--- src/hw/rtl/b58_pkg.sv ---
`timescale 1ns / 1ps

package b58_pkg;

    localparam int unsigned MAX_OUT_BYTES_DEF = 64;
    localparam int unsigned B58_RADIX = 58;
    localparam int unsigned OB_REG_W = 8;
    localparam int unsigned OB_FIELD_W = 7;
    localparam logic [7:0] CHAR_ONE = "1";
    localparam logic [7:0] LEN_MAX = 8'hff;
    localparam logic REG_OUT_BYTES = 1'b0;

    typedef enum logic [1:0] {
        ST_OK       = 2'd0,
        ST_INVALID  = 2'd1,
        ST_OVERFLOW = 2'd2
    } status_t;

    typedef enum logic [2:0] {
        SER_IDLE,
        SER_ALIGN,
        SER_SCAN,
        SER_EMIT,
        SER_ERR
    } ser_state_t;

    typedef struct packed {
        logic       ok;
        logic [5:0] value;
    } digit_t;

    typedef struct packed {
        logic       valid;
        status_t    err;
        logic [7:0] lead;
    } fin_t;

    function automatic digit_t b58_digit(input logic [7:0] ch);
        digit_t d;
        d.ok = 1'b1;
        d.value = 6'd0;
        if (ch inside {["1":"9"]})
            d.value = 6'(ch - "1");
        else if (ch inside {["A":"H"]})
            d.value = 6'(ch - "A" + 8'd9);
        else if (ch inside {["J":"N"]})
            d.value = 6'(ch - "J" + 8'd17);
        else if (ch inside {["P":"Z"]})
            d.value = 6'(ch - "P" + 8'd22);
        else if (ch inside {["a":"k"]})
            d.value = 6'(ch - "a" + 8'd33);
        else if (ch inside {["m":"z"]})
            d.value = 6'(ch - "m" + 8'd44);
        else
            d.ok = 1'b0;
        return d;
    endfunction

endpackage

--- src/hw/rtl/b58_cfg_apb.sv ---
`timescale 1ns / 1ps

module b58_cfg_apb
    import b58_pkg::*;
#(
    parameter int unsigned MAX_OUT_BYTES = MAX_OUT_BYTES_DEF,
    localparam int unsigned CNT_W = $clog2(MAX_OUT_BYTES + 1)
)
(
    input  logic             clk,
    input  logic             rst_n,
    input  logic             psel,
    input  logic             penable,
    input  logic             pwrite,
    input  logic [2:0]       paddr,
    input  logic [31:0]      pwdata,
    output logic [31:0]      prdata,
    output logic             pready,
    output logic [CNT_W-1:0] n_eff
);

    logic [OB_REG_W-1:0] out_bytes_reg;
    logic [OB_REG_W-1:0] out_bytes_next;
    logic                sel_ob;

    assign sel_ob = paddr[2] == REG_OUT_BYTES;
    assign pready = 1'b1;

    always_comb
    begin
        out_bytes_next = out_bytes_reg;
        if (psel && penable && pwrite && sel_ob)
            out_bytes_next = OB_REG_W'(pwdata[OB_FIELD_W-1:0]);
    end

    always_ff @(posedge clk or negedge rst_n)
    begin
        if (!rst_n)
            out_bytes_reg <= OB_REG_W'(MAX_OUT_BYTES);
        else
            out_bytes_reg <= out_bytes_next;
    end

    assign prdata = sel_ob ? 32'(out_bytes_reg) : 32'd0;

    // zero acts as one, oversize clamps to the buffer size
    always_comb
    begin
        if (out_bytes_reg == '0)
            n_eff = CNT_W'(1);
        else if (int'(out_bytes_reg) > int'(MAX_OUT_BYTES))
            n_eff = CNT_W'(MAX_OUT_BYTES);
        else
            n_eff = CNT_W'(out_bytes_reg);
    end

endmodule

--- config.mk ---
export PLATFORM = sky130hd
export DESIGN_NAME = b58_cfg_apb
export DESIGN_NICKNAME = d
export VERILOG_FILES = /design/src/hw/rtl/b58_pkg.sv /design/src/hw/rtl/b58_cfg_apb.sv
export SDC_FILE = /design/constraint.sdc
export NUM_CORES = 1
export LEC_CHECK = 0
export ABC_AREA = 0
export ABC_CLOCK_PERIOD_IN_PS = 1400
export BUFFER_PORTS_ARGS = -buffer_cell sky130_fd_sc_hd__buf_2
export CORE_ASPECT_RATIO = 1.1
export CORE_MARGIN = 2
export CORE_UTILIZATION = 31
export CTS_BUF_LIST = sky130_fd_sc_hd__clkbuf_16
export CTS_CLUSTER_SIZE = 16
export DETAILED_ROUTE_END_ITERATION = 7
export PLACE_DENSITY_LB_ADDON = 0.08
export RECOVER_POWER = 100
export SLEW_MARGIN = 0
export SYNTH_ARGS = -nofsm -noshare
export SYNTH_HDL_FRONTEND = slang
export SYNTH_SLANG_ARGS = --single-unit
--- constraint.sdc ---
create_clock -name clk -period 1.4 [get_ports clk]
set_input_delay 0.28 -clock clk [delete_from_list [all_inputs] [get_ports clk]]
set_output_delay 0.28 -clock clk [all_outputs]
set_load 0.05 [all_outputs]
==> qor.yml <==
status: "complete, but fails checks"
violations: "negative setup slack"
cts_tree: "built"
drc: 0
synth_warnings: 0
max_freq_mhz: 587.7
max_cap_viol_count: 0
setup_viol: 5
hold_viol: 0
syn_avg_cell_area_um2: 10.29
finalPower_mw: 1.622
finalCritPeriodShare_pct: 121.5
syn_to_final_growth_pct: 48.66
grt_pass1_vias: 351
drive_above_1_share_pct: 55.91
firstDrtPassIters: 2
routedWlPerCell_um: 9.083
worst_slack_ns: -0.3015
die_w_um: 46.19
num_vias: 435
dp.cells: 114
use_met3_pct: 1.079
cts-buffers-inserted: 3
root_buffer: "clkbuf_16"
clock_skew_ns: 0
grt_max_degree: 9
async_flop_share_pct: 100.0
die_y_um: 50.40
met1_usage_pct: 12.61
vias_per_cell: 3.625
use_met2_pct: 13.66
power_density_nw_per_um2: 1798
largest_reg_flops: 7
synth.top_cells.by_area: "buf_4, dfrtp_1, mux2_2"
synth-edff-count: 0
cp-end-kind: "output port"
period_needed_ns: 1.702
clock-sinks: 7
synth.distinct_cells: 12
num_rows: 16
antenna_left: 0
setup-tns-final_ns: -0.4995
coreArea_um2: 1822
syn_area_um2: 606.8
grt_most_used_layer: "met2"
ys_top_cells_by_count: "buf_4, and2b_2, mux2_2"
finalNetCount: 134
start_util_pct: 33.31
critPathArrivalTime_ns: 1.42
yosysMostFrequentCell: "buf_4"
clk_latency_ns: 0.23
yosys.area.top_type: "buf_4"
criticalPathCategory: "flop to output port"
instances_no_fill: 120
crit_fanout: 2
htreeDepth: 1
rsz0062_at_grt: "true"
antenna_found_initial: 0
grt.overflow.total: 0
synth_top_area_share_pct: 32.16
grt_use_total_pct: 9.737
path_clk_slew_ns: 0.04
io_buffers: 26
start_kind: "flop"
gp_congestion: 0.6471
dr.first_iter.drc_count: 1
final_util_pct: 49.52
clock_path_buffers: 2
synth-seq-cells: 7
syn_inst: 59
ys_seq_area_share_pct: 29.07
min_path_type: "input port to flop"
leakage_nw: 0.4762
peakVddDrop_mv: 0.9057
num_io_pins: 80
diodes: 0
finalMaxSlewViolations: 0
required_ns: 1.12
finalWirelength_mm: 1.090
ys.flop_type: "dfrtp_1"
grt_pass1_wl_mm: 1.566
die-area_um2: 2328
[critical path: stages (launching register included)]
cell,delay [ns]
dfrtp_1,0.37
or3_4,0.39
o41ai_4,0.23
buf_6,0.20
[power breakdown]
| part | internal (mW) | leakage [nW] | total (mW) | switching [mW] |
|---|---|---|---|---|
| Combinational | 0.310 | 0.351 | 0.851 | 0.540 |
| Sequential | 0.254 | 0.0825 | 0.302 | 0.0481 |
| Clock | 0.371 | 0.0423 | 0.470 | 0.0993 |
[through the flow]
step,setup slack (ns),hold WS (ns),instance area (um2)
6_report,-0.3015,0.2829,902.1
3_3_place_gp,-0.1777,0.1270,710.7
2_1_floorplan,-0.2690,-0.01559,708.2
3_5_place_dp,-0.1771,0.1269,710.7
4_1_cts,-0.3222,0.2816,869.6
5_1_grt,-0.3618,0.2840,902.1
[area by class of cell]
| cell class | instances | area [um2] |
|---|---|---|
| Clock buffer | 3 | 75.07 |
| Clock inverter | 1 | 3.754 |
| Fill cell | 171 | 919.6 |
| Multi-Input combinational cell | 49 | 340.3 |
| Sequential cell | 7 | 176.4 |
| Tap cell | 27 | 33.78 |
| Timing Repair Buffer | 33 | 272.8 |
[cells in the final DEF (no fill, tap or decap)]
master         synthesis  final
nand2b_1               1      1
buf_2                  0     10
nor2b_2                0      1
dfstp_2                1      1
clkbuf_2               0      2
buf_8                  0      2
buf_4                 26      2
clkbuf_16              0      3
and2b_2                7      7
dfrtp_1                6      6
inv_1                  0      1
mux2_2                 7      7
or3_4                  0      1
nor2b_1                5      2
clkbuf_1               1      3
o41ai_4                0      1
buf_6                  0     13
dlygate4sd3_1          0      1
nor2b_4                0      2
nand4b_1               0      1
conb_1                 2     26
[metal layers]
| metal | wire length, um | vias to the layer above |
|---|---|---|
| li1 | - | 209 |
| met1 | 456 | 191 |
| met2 | 524 | 33 |
| met3 | 90 | 2 |
| met4 | 18 | 0 |
| met5 | 0 | - |
[final timing paths]
check | start | endpoint | slack [ns] | cells after the start
max reg2reg | out_bytes_reg[6] | out_bytes_reg[6] | 0.44 | 2
max | out_bytes_reg[5] | n_eff[0] | -0.30 | 3
min reg2reg | out_bytes_reg[0] | out_bytes_reg[0] | 0.55 | 1
max in group asynchronous | rst_n | out_bytes_reg[6] | 0.59 | 2
min | pwdata[0] | out_bytes_reg[0] | 0.28 | 2
min in group asynchronous | rst_n | out_bytes_reg[0] | 0.49 | 2
[cells by family after synthesis]
group,synth area share [%]
buf+inv,32.78
simple gates,21.24
mux,12.99
compound gates,2.681
other cells,1.238
flops,29.07
[what timing repair did]
| item | CTS | global route |
|---|---|---|
| buffers inserted | 1 | 0 |
| resized for setup | 20 | 18 |
| endpoints found under the setup margin | 7 | 12 |
| hold buffers | 1 | 0 |
| hold endpoints to repair | 6 | 0 |
| cloned | 0 | 0 |
(Power assumes the default switching activity.)
