==> config.mk <==
export PLATFORM = sky130hd
export DESIGN_NAME = b58_serial_flat
export DESIGN_NICKNAME = d
export VERILOG_FILES = /design/src/hw/rtl/b58_pkg.sv /design/src/hw/rtl/b58_ifs.sv /design/src/hw/rtl/b58_serial.sv /design/src/flat_wrapper.sv
export SDC_FILE = /design/constraint.sdc
export NUM_CORES = 1
export LEC_CHECK = 0
export BUFFER_PORTS_ARGS = -buffer_cell sky130_fd_sc_hd__buf_2
export CAP_MARGIN = 0
export CORE_MARGIN = 1.5
export CORE_UTILIZATION = 42
export CTS_BUF_LIST = sky130_fd_sc_hd__clkbuf_4 sky130_fd_sc_hd__clkbuf_8 sky130_fd_sc_hd__clkbuf_16
export CTS_CLUSTER_SIZE = 10
export DETAILED_ROUTE_END_ITERATION = 6
export GPL_TIMING_DRIVEN = 0
export PLACE_DENSITY = 0.77
export SLEW_MARGIN = 20
export SYNTH_ARGS = -nofsm -noshare
export SYNTH_HDL_FRONTEND = slang
export SYNTH_SLANG_ARGS = --single-unit
==> constraint.sdc <==
create_clock -name clk -period 25.3 [get_ports clk]
set_input_delay 1.265 -clock clk [delete_from_list [all_inputs] [get_ports clk]]
set_output_delay 1.265 -clock clk [all_outputs]
set_load 0.02 [all_outputs]
==> src/hw/rtl/b58_pkg.sv <==
`timescale 1ns / 1ps

package b58_pkg;

    localparam int unsigned MAX_OUT_BYTES_DEF = 64;
    localparam int unsigned B58_RADIX = 58;
    localparam int unsigned OB_REG_W = 8;
    localparam int unsigned OB_FIELD_W = 7;
    localparam logic [7:0] CHAR_ONE = "1";
    localparam logic [7:0] LEN_MAX = 8'hff;
    localparam logic REG_OUT_BYTES = 1'b0;

    typedef enum logic [1:0] {
        ST_OK       = 2'd0,
        ST_INVALID  = 2'd1,
        ST_OVERFLOW = 2'd2
    } status_t;

    typedef enum logic [2:0] {
        SER_IDLE,
        SER_ALIGN,
        SER_SCAN,
        SER_EMIT,
        SER_ERR
    } ser_state_t;

    typedef struct packed {
        logic       ok;
        logic [5:0] value;
    } digit_t;

    typedef struct packed {
        logic       valid;
        status_t    err;
        logic [7:0] lead;
    } fin_t;

    function automatic digit_t b58_digit(input logic [7:0] ch);
        digit_t d;
        d.ok = 1'b1;
        d.value = 6'd0;
        if (ch inside {["1":"9"]})
            d.value = 6'(ch - "1");
        else if (ch inside {["A":"H"]})
            d.value = 6'(ch - "A" + 8'd9);
        else if (ch inside {["J":"N"]})
            d.value = 6'(ch - "J" + 8'd17);
        else if (ch inside {["P":"Z"]})
            d.value = 6'(ch - "P" + 8'd22);
        else if (ch inside {["a":"k"]})
            d.value = 6'(ch - "a" + 8'd33);
        else if (ch inside {["m":"z"]})
            d.value = 6'(ch - "m" + 8'd44);
        else
            d.ok = 1'b0;
        return d;
    endfunction

endpackage

==> src/hw/rtl/b58_ifs.sv <==


interface b58_res_if;
    logic       valid;
    logic       ready;
    logic [7:0] out_byte;
    logic [1:0] status;
    logic [7:0] decoded_length;
    logic       result_last;

    modport source (output valid, output out_byte, output status, output decoded_length,
                    output result_last, input ready);
    modport sink (input valid, input out_byte, input status, input decoded_length,
                  input result_last, output ready);
endinterface

==> src/hw/rtl/b58_serial.sv <==
`timescale 1ns / 1ps

module b58_serial
    import b58_pkg::*;
#(
    parameter int unsigned MAX_OUT_BYTES = MAX_OUT_BYTES_DEF,
    localparam int unsigned CNT_W = $clog2(MAX_OUT_BYTES + 1),
    localparam int unsigned ACC_BYTES = ((MAX_OUT_BYTES + 3) / 4) * 4,
    localparam int unsigned ACC_W = ACC_BYTES * 8
)
(
    input  logic             clk,
    input  logic             rst_n,
    input  fin_t             fin,
    input  logic [ACC_W-1:0] fin_acc,
    input  logic [CNT_W-1:0] n_eff,
    output logic             ser_idle,
    b58_res_if.source        results
);

    localparam int unsigned BUF_W = MAX_OUT_BYTES * 8;
    localparam int unsigned SUM_W = 9;

    ser_state_t         state_reg;
    ser_state_t         state_next;
    logic [BUF_W-1:0]   buf_reg;
    logic [BUF_W-1:0]   buf_next;
    logic [MAX_OUT_BYTES-1:0] nz_reg;
    logic [MAX_OUT_BYTES-1:0] nz_next;
    logic [MAX_OUT_BYTES-1:0] nz_load;
    logic [CNT_W-1:0]   cnt_reg;
    logic [CNT_W-1:0]   cnt_next;
    logic [CNT_W-1:0]   n_reg;
    logic [CNT_W-1:0]   n_next;
    logic [7:0]         lead_reg;
    logic [7:0]         lead_next;
    status_t            err_reg;
    status_t            err_next;
    logic [7:0]         len_reg;
    logic [7:0]         len_next;
    logic [SUM_W-1:0]   len_sum;
    logic               scan_done;
    logic               out_take;

    always_comb
    begin
        for (int i = 0; i < int'(MAX_OUT_BYTES); i++)
            nz_load[i] = |fin_acc[i*8 +: 8];
    end

    assign out_take = results.valid && results.ready;
    assign scan_done = nz_reg[MAX_OUT_BYTES-1] || cnt_reg == n_reg;
    assign len_sum = SUM_W'(n_reg - cnt_reg) + SUM_W'(lead_reg);

    // next state
    always_comb
    begin
        state_next = state_reg;
        case (state_reg)
            SER_IDLE:
            begin
                if (fin.valid)
                begin
                    if (fin.err != ST_OK)
                        state_next = SER_ERR;
                    else if (n_eff == CNT_W'(MAX_OUT_BYTES))
                        state_next = SER_SCAN;
                    else
                        state_next = SER_ALIGN;
                end
            end
            SER_ALIGN:
            begin
                if (cnt_reg == CNT_W'(1))
                    state_next = SER_SCAN;
            end
            SER_SCAN:
            begin
                if (scan_done)
                    state_next = SER_EMIT;
            end
            SER_EMIT:
            begin
                if (out_take && cnt_reg == CNT_W'(1))
                    state_next = SER_IDLE;
            end
            SER_ERR:
            begin
                if (out_take)
                    state_next = SER_IDLE;
            end
            default:
                state_next = SER_IDLE;
        endcase
    end

    // datapath
    always_comb
    begin
        buf_next = buf_reg;
        nz_next = nz_reg;
        cnt_next = cnt_reg;
        n_next = n_reg;
        lead_next = lead_reg;
        err_next = err_reg;
        len_next = len_reg;
        case (state_reg)
            SER_IDLE:
            begin
                if (fin.valid)
                begin
                    buf_next = fin_acc[BUF_W-1:0];
                    nz_next = nz_load;
                    n_next = n_eff;
                    lead_next = fin.lead;
                    err_next = fin.err;
                    if (n_eff == CNT_W'(MAX_OUT_BYTES))
                        cnt_next = '0;
                    else
                        cnt_next = CNT_W'(MAX_OUT_BYTES) - n_eff;
                end
            end
            SER_ALIGN:
            begin
                // bring byte n-1 to the top
                buf_next = buf_reg << 8;
                nz_next = nz_reg << 1;
                cnt_next = cnt_reg - CNT_W'(1);
            end
            SER_SCAN:
            begin
                if (scan_done)
                begin
                    len_next = (len_sum > SUM_W'(LEN_MAX)) ? LEN_MAX : len_sum[7:0];
                    cnt_next = n_reg;
                end
                else
                begin
                    nz_next = nz_reg << 1;
                    cnt_next = cnt_reg + CNT_W'(1);
                end
            end
            SER_EMIT:
            begin
                if (out_take)
                begin
                    buf_next = buf_reg << 8;
                    cnt_next = cnt_reg - CNT_W'(1);
                end
            end
            SER_ERR:
            begin
            end
            default:
            begin
            end
        endcase
    end

    always_ff @(posedge clk or negedge rst_n)
    begin
        if (!rst_n)
        begin
            state_reg <= SER_IDLE;
            cnt_reg <= '0;
        end
        else
        begin
            state_reg <= state_next;
            cnt_reg <= cnt_next;
        end
    end

    always_ff @(posedge clk)
    begin
        buf_reg <= buf_next;
        nz_reg <= nz_next;
        n_reg <= n_next;
        lead_reg <= lead_next;
        err_reg <= err_next;
        len_reg <= len_next;
    end

    // outputs
    always_comb
    begin
        ser_idle = 1'b0;
        results.valid = 1'b0;
        results.out_byte = buf_reg[BUF_W-1 -: 8];
        results.status = ST_OK;
        results.decoded_length = len_reg;
        results.result_last = 1'b0;
        case (state_reg)
            SER_IDLE:
                ser_idle = 1'b1;
            SER_EMIT:
            begin
                results.valid = 1'b1;
                results.result_last = cnt_reg == CNT_W'(1);
            end
            SER_ERR:
            begin
                results.valid = 1'b1;
                results.out_byte = 8'd0;
                results.status = err_reg;
                results.decoded_length = 8'd0;
                results.result_last = 1'b1;
            end
            default:
            begin
            end
        endcase
    end

endmodule

==> src/flat_wrapper.sv <==
// flat-port wrapper written by rule: the top's interface ports become plain ports
module b58_serial_flat import b58_pkg::*;
#(
    parameter int unsigned MAX_OUT_BYTES = MAX_OUT_BYTES_DEF,
    localparam int unsigned CNT_W = $clog2(MAX_OUT_BYTES + 1),
    localparam int unsigned ACC_BYTES = ((MAX_OUT_BYTES + 3) / 4) * 4,
    localparam int unsigned ACC_W = ACC_BYTES * 8
)
  (clk, rst_n, fin, fin_acc, n_eff, ser_idle, results_valid, results_out_byte, results_status, results_decoded_length, results_result_last, results_ready);
  b58_res_if results_i ();
  input  logic clk;
  input  logic rst_n;
  input  fin_t fin;
  input  logic [ACC_W-1:0] fin_acc;
  input  logic [CNT_W-1:0] n_eff;
  output logic ser_idle;
  output wire logic [$bits(results_i.valid)-1:0] results_valid;
  output wire logic [$bits(results_i.out_byte)-1:0] results_out_byte;
  output wire logic [$bits(results_i.status)-1:0] results_status;
  output wire logic [$bits(results_i.decoded_length)-1:0] results_decoded_length;
  output wire logic [$bits(results_i.result_last)-1:0] results_result_last;
  input wire logic [$bits(results_i.ready)-1:0] results_ready;
  assign results_valid = results_i.valid;
  assign results_out_byte = results_i.out_byte;
  assign results_status = results_i.status;
  assign results_decoded_length = results_i.decoded_length;
  assign results_result_last = results_i.result_last;
  assign results_i.ready = results_ready;
  b58_serial #(.MAX_OUT_BYTES(MAX_OUT_BYTES)) u_core (.clk(clk), .rst_n(rst_n), .fin(fin), .fin_acc(fin_acc), .n_eff(n_eff), .ser_idle(ser_idle), .results(results_i));
endmodule
==> run metrics <==
P_sw=~1.8 mW; Port-buffer cells=between 500 and 600; total clock sinks=slightly above 600; total congestion overflow=0; core area=between 0.06 and 0.07 sq mm; outcome=finished, final reports clean; power density over the cells=approximately 140 mW/mm^2; hpwl dp=60000 um; row cnt=between 90 and 100; sequential share of power=0.425; leak pwr=14.8 nW; EDFF count, synth=601; fin crit period=4.25 ns; post-synth net total=between 3000 and 4000; final worst setup slack=21.05 ns; Power Internal=around 3 mW; Slew Limit Headroom=0.384; final hold vios=0; CP startpoint kind=register; GP Congestion=around 0.94; Cell Count, Final, Fillers Out=between 4000 and 5000; actual slew at the worst max-slew pin=approximately 0.92 ns; first-pass GRT wire length=roughly 120000 um; kind of critical path=reg2out; power share of the combinational group=0.373; CTS tree=done; CP Buf/Inv Count=4; cts hold-fix bufs=0; largest net degree at the start of global routing=30; antenna violations before repair=47; RSZ-0062 raised after global routing=no; Longest Clk Path Bufs=3; number of gates resized after CTS=0; CTS clock-pin slew for the worst setup and hold paths=roughly 0.05 ns; DR iter-0 viols=about 2100; Largest register FFs=512; Switching Share=0.369; Final period util=0.168; final setup TNS=0 ns; die height=around 260 um; # DRC=0; Syn Inst Count=2742; Synth cell types=55; die width=between 200 and 300 um; min-delay worst type=reg2reg; register bit total from synthesis=611; Tot Pwr=between 4 and 5 mW; maxcap violations=0; vias per cell=about 5.3; Synth Warn #=0; final number of max-transition violations=0; Async SR Flop Fraction=0.0164; vias=about 23000; area grow syn2layout=24.0%; Routed Wire Length=80300 um; slowest stage delay, CP=roughly 0.51 ns; Nets=between 3000 and 4000; post-place setup slack=~20 ns; CP max FO=10; worst endpoint data arrival time=2.98 ns; layout cells sized above 1=0.216; Clk pwr share=0.201; Slowest cell on crit path=clkbuf_1; Crit path max-delay family=buffers and inverters; placed inst area=around 0.032 sq mm; total track usage=0.232; FMAX=~0.24 GHz; clock root cell=clkbuf_16; starting density of the core=0.426; Primary FF master, synth=edfxtp_1; Clock Latency Late Sink=~0.6 ns; H-tree depth=3; Peak supply drop=between 70 and 80 uV; average routed wire per standard cell=18.6 um; Mapped Area=between 0.02 and 0.03 sq mm; I/O pin count=between 500 and 600; Die ar.=between 0.06 and 0.07 sq mm; DRT antenna net count=0; worst path cell trace=buf_2 -> nor2_1 -> and2_1 -> clkbuf_1 -> clkbuf_1 -> a41o_1 -> buf_2; vias in the first global route=between 20000 and 25000; Max Clock Skew=~0.022 ns; Final setup viols=0; mean post-synth cell area=~10 sq um; FILL cells=around 5700; CTS buffer count=73; postcts setup bufs=0; DR pass1 iterations=5; design area=about 0.034 sq mm; Cells after DPL=4177; Worst EP required=24.03 ns; sequential share of the synthesized area=0.664; Setup crit end kind=primary output
routing by layer:
| metal | routed length (um) | vias up | GRT usage |
|---|---|---|---|
| met5 | 289 | - | 0 |
| met4 | 2670 | 46 | 0.0838 |
| met3 | 8140 | 213 | 0.0690 |
| met2 | 38100 | 1137 | 0.381 |
| met1 | 31100 | 10600 | 0.291 |
| li1 | - | 10700 | - |
area by class of cell:
cell class	instances	area (sq um)	share of cell area
clock inverter	8	88.8	0.00260
buffer	137	572	0.0167
timing repair buffer	580	3330	0.0975
multi-input combinational	1977	8660	0.253
tap	855	1070	0.0313
sequential	611	18300	0.535
antenna	26	65.1	0.00190
inverter	17	63.8	0.00187
clock buffer	94	2040	0.0596
cell usage in the layout, fill, tap and decap left out, drive strengths merged, types with 2 or more instances in the layout:
cell type     n
o21bai        3
inv          21
clkbuf      184
a21o          4
o21ai        21
a32oi         2
a21oi        10
nor3          5
xnor2        12
o221ai        2
ha           19
and3          5
mux2          2
mux2i         2
edfxtp      601
buf         627
a211oi        6
nand2b        7
nor2         82
or3           2
nand3        11
clkinv        3
nor2b        21
a31oi        66
diode        26
fa            2
dfrtp        10
and2         11
xor2          9
nand2      1526
nor4        129
worst min-delay path, delay by kind of cell, from the launching register on:
family | cells | cell delay (ns)
flip-flops | 1 | 0.32
AND/OR/NAND/NOR | 2 | 0.09
path summary, 6_finish.rpt:
kind	start	endpoint	cells after the start	slack, ns
setup / recovery	u_core.state_reg[0]$_DFFE_PN0P_	results_result_last	7	21.05
hold / removal	u_core.buf_reg[393]$_DFFE_PP_	u_core.buf_reg[401]$_DFFE_PP_	2	0.49
setup reg to reg	u_core.state_reg[0]$_DFFE_PN0P_	u_core.buf_reg[253]$_DFFE_PP_	14	21.35
hold reg to reg	u_core.buf_reg[393]$_DFFE_PP_	u_core.buf_reg[401]$_DFFE_PP_	2	0.49
max in group asynchronous	rst_n	u_core.cnt_reg[4]$_DFFE_PN0P_	1	24.56
min in group asynchronous	rst_n	u_core.state_reg[2]$_DFFE_PN0P_	1	0.53
power groups by stage:
stage               logic (mW)  registers (mW)  clock network, mW
floorplan                 1.09            2.41                  0
global placement          1.49            2.42                  0
detailed placement        1.75            2.03                  0
CTS                       1.77            2.02              0.971
global route              1.97            2.06               1.01
finish                    1.77            2.02              0.957
synthesized netlist by cell type, types with 2 or more instances:
cell type / n / area (sq um)
nand2_1: 1526 / 5730
edfxtp_1: 601 / 18000
nor4_1: 128 / 801
clkbuf_1: 90 / 338
nor2_1: 82 / 308
a31oi_1: 64 / 400
buf_2: 46 / 230
nor2b_1: 21 / 131
ha_1: 19 / 238
inv_1: 16 / 60.1
o21ai_0: 14 / 70.1
xnor2_1: 12 / 105
and2_1: 11 / 68.8
nand3_1: 11 / 55.1
a21oi_1: 10 / 50.1
dfrtp_1: 10 / 250
xor2_1: 8 / 70.1
nand2b_1: 7 / 43.8
a211oi_1: 6 / 45.0
and3_1: 5 / 31.3
nor3_1: 5 / 25.0
o21ai_1: 5 / 25.0
a21o_1: 4 / 30.0
o21bai_1: 3 / 22.5
a32oi_1: 2 / 17.5
fa_1: 2 / 40.0
mux2_1: 2 / 22.5
mux2i_1: 2 / 20.0
o21ai_2: 2 / 17.5
o221ai_1: 2 / 17.5
or3_1: 2 / 12.5
cell families after synthesis:
| kind of cell | synth area share |
|---|---|
| adders and majority gates | 0.0101 |
| and+or+nand+nor | 0.263 |
| buffers and inverters | 0.0231 |
| DFF | 0.664 |
| xor gates and xnor gates | 0.00735 |
| AOI/OAI and AO/OA | 0.0310 |
| muxes | 0.00154 |
per-stage QoR:
step / util / hold slack (ns)
after detailed placement: 0.495 / 0.490
after global placement: 0.485 / 0.487
after floorplan: - / 0.478
after CTS: 0.527 / 0.490
final: 0.528 / 0.495
after global routing: 0.528 / 0.506
Note: power is estimated with default switching activity, not from simulation.
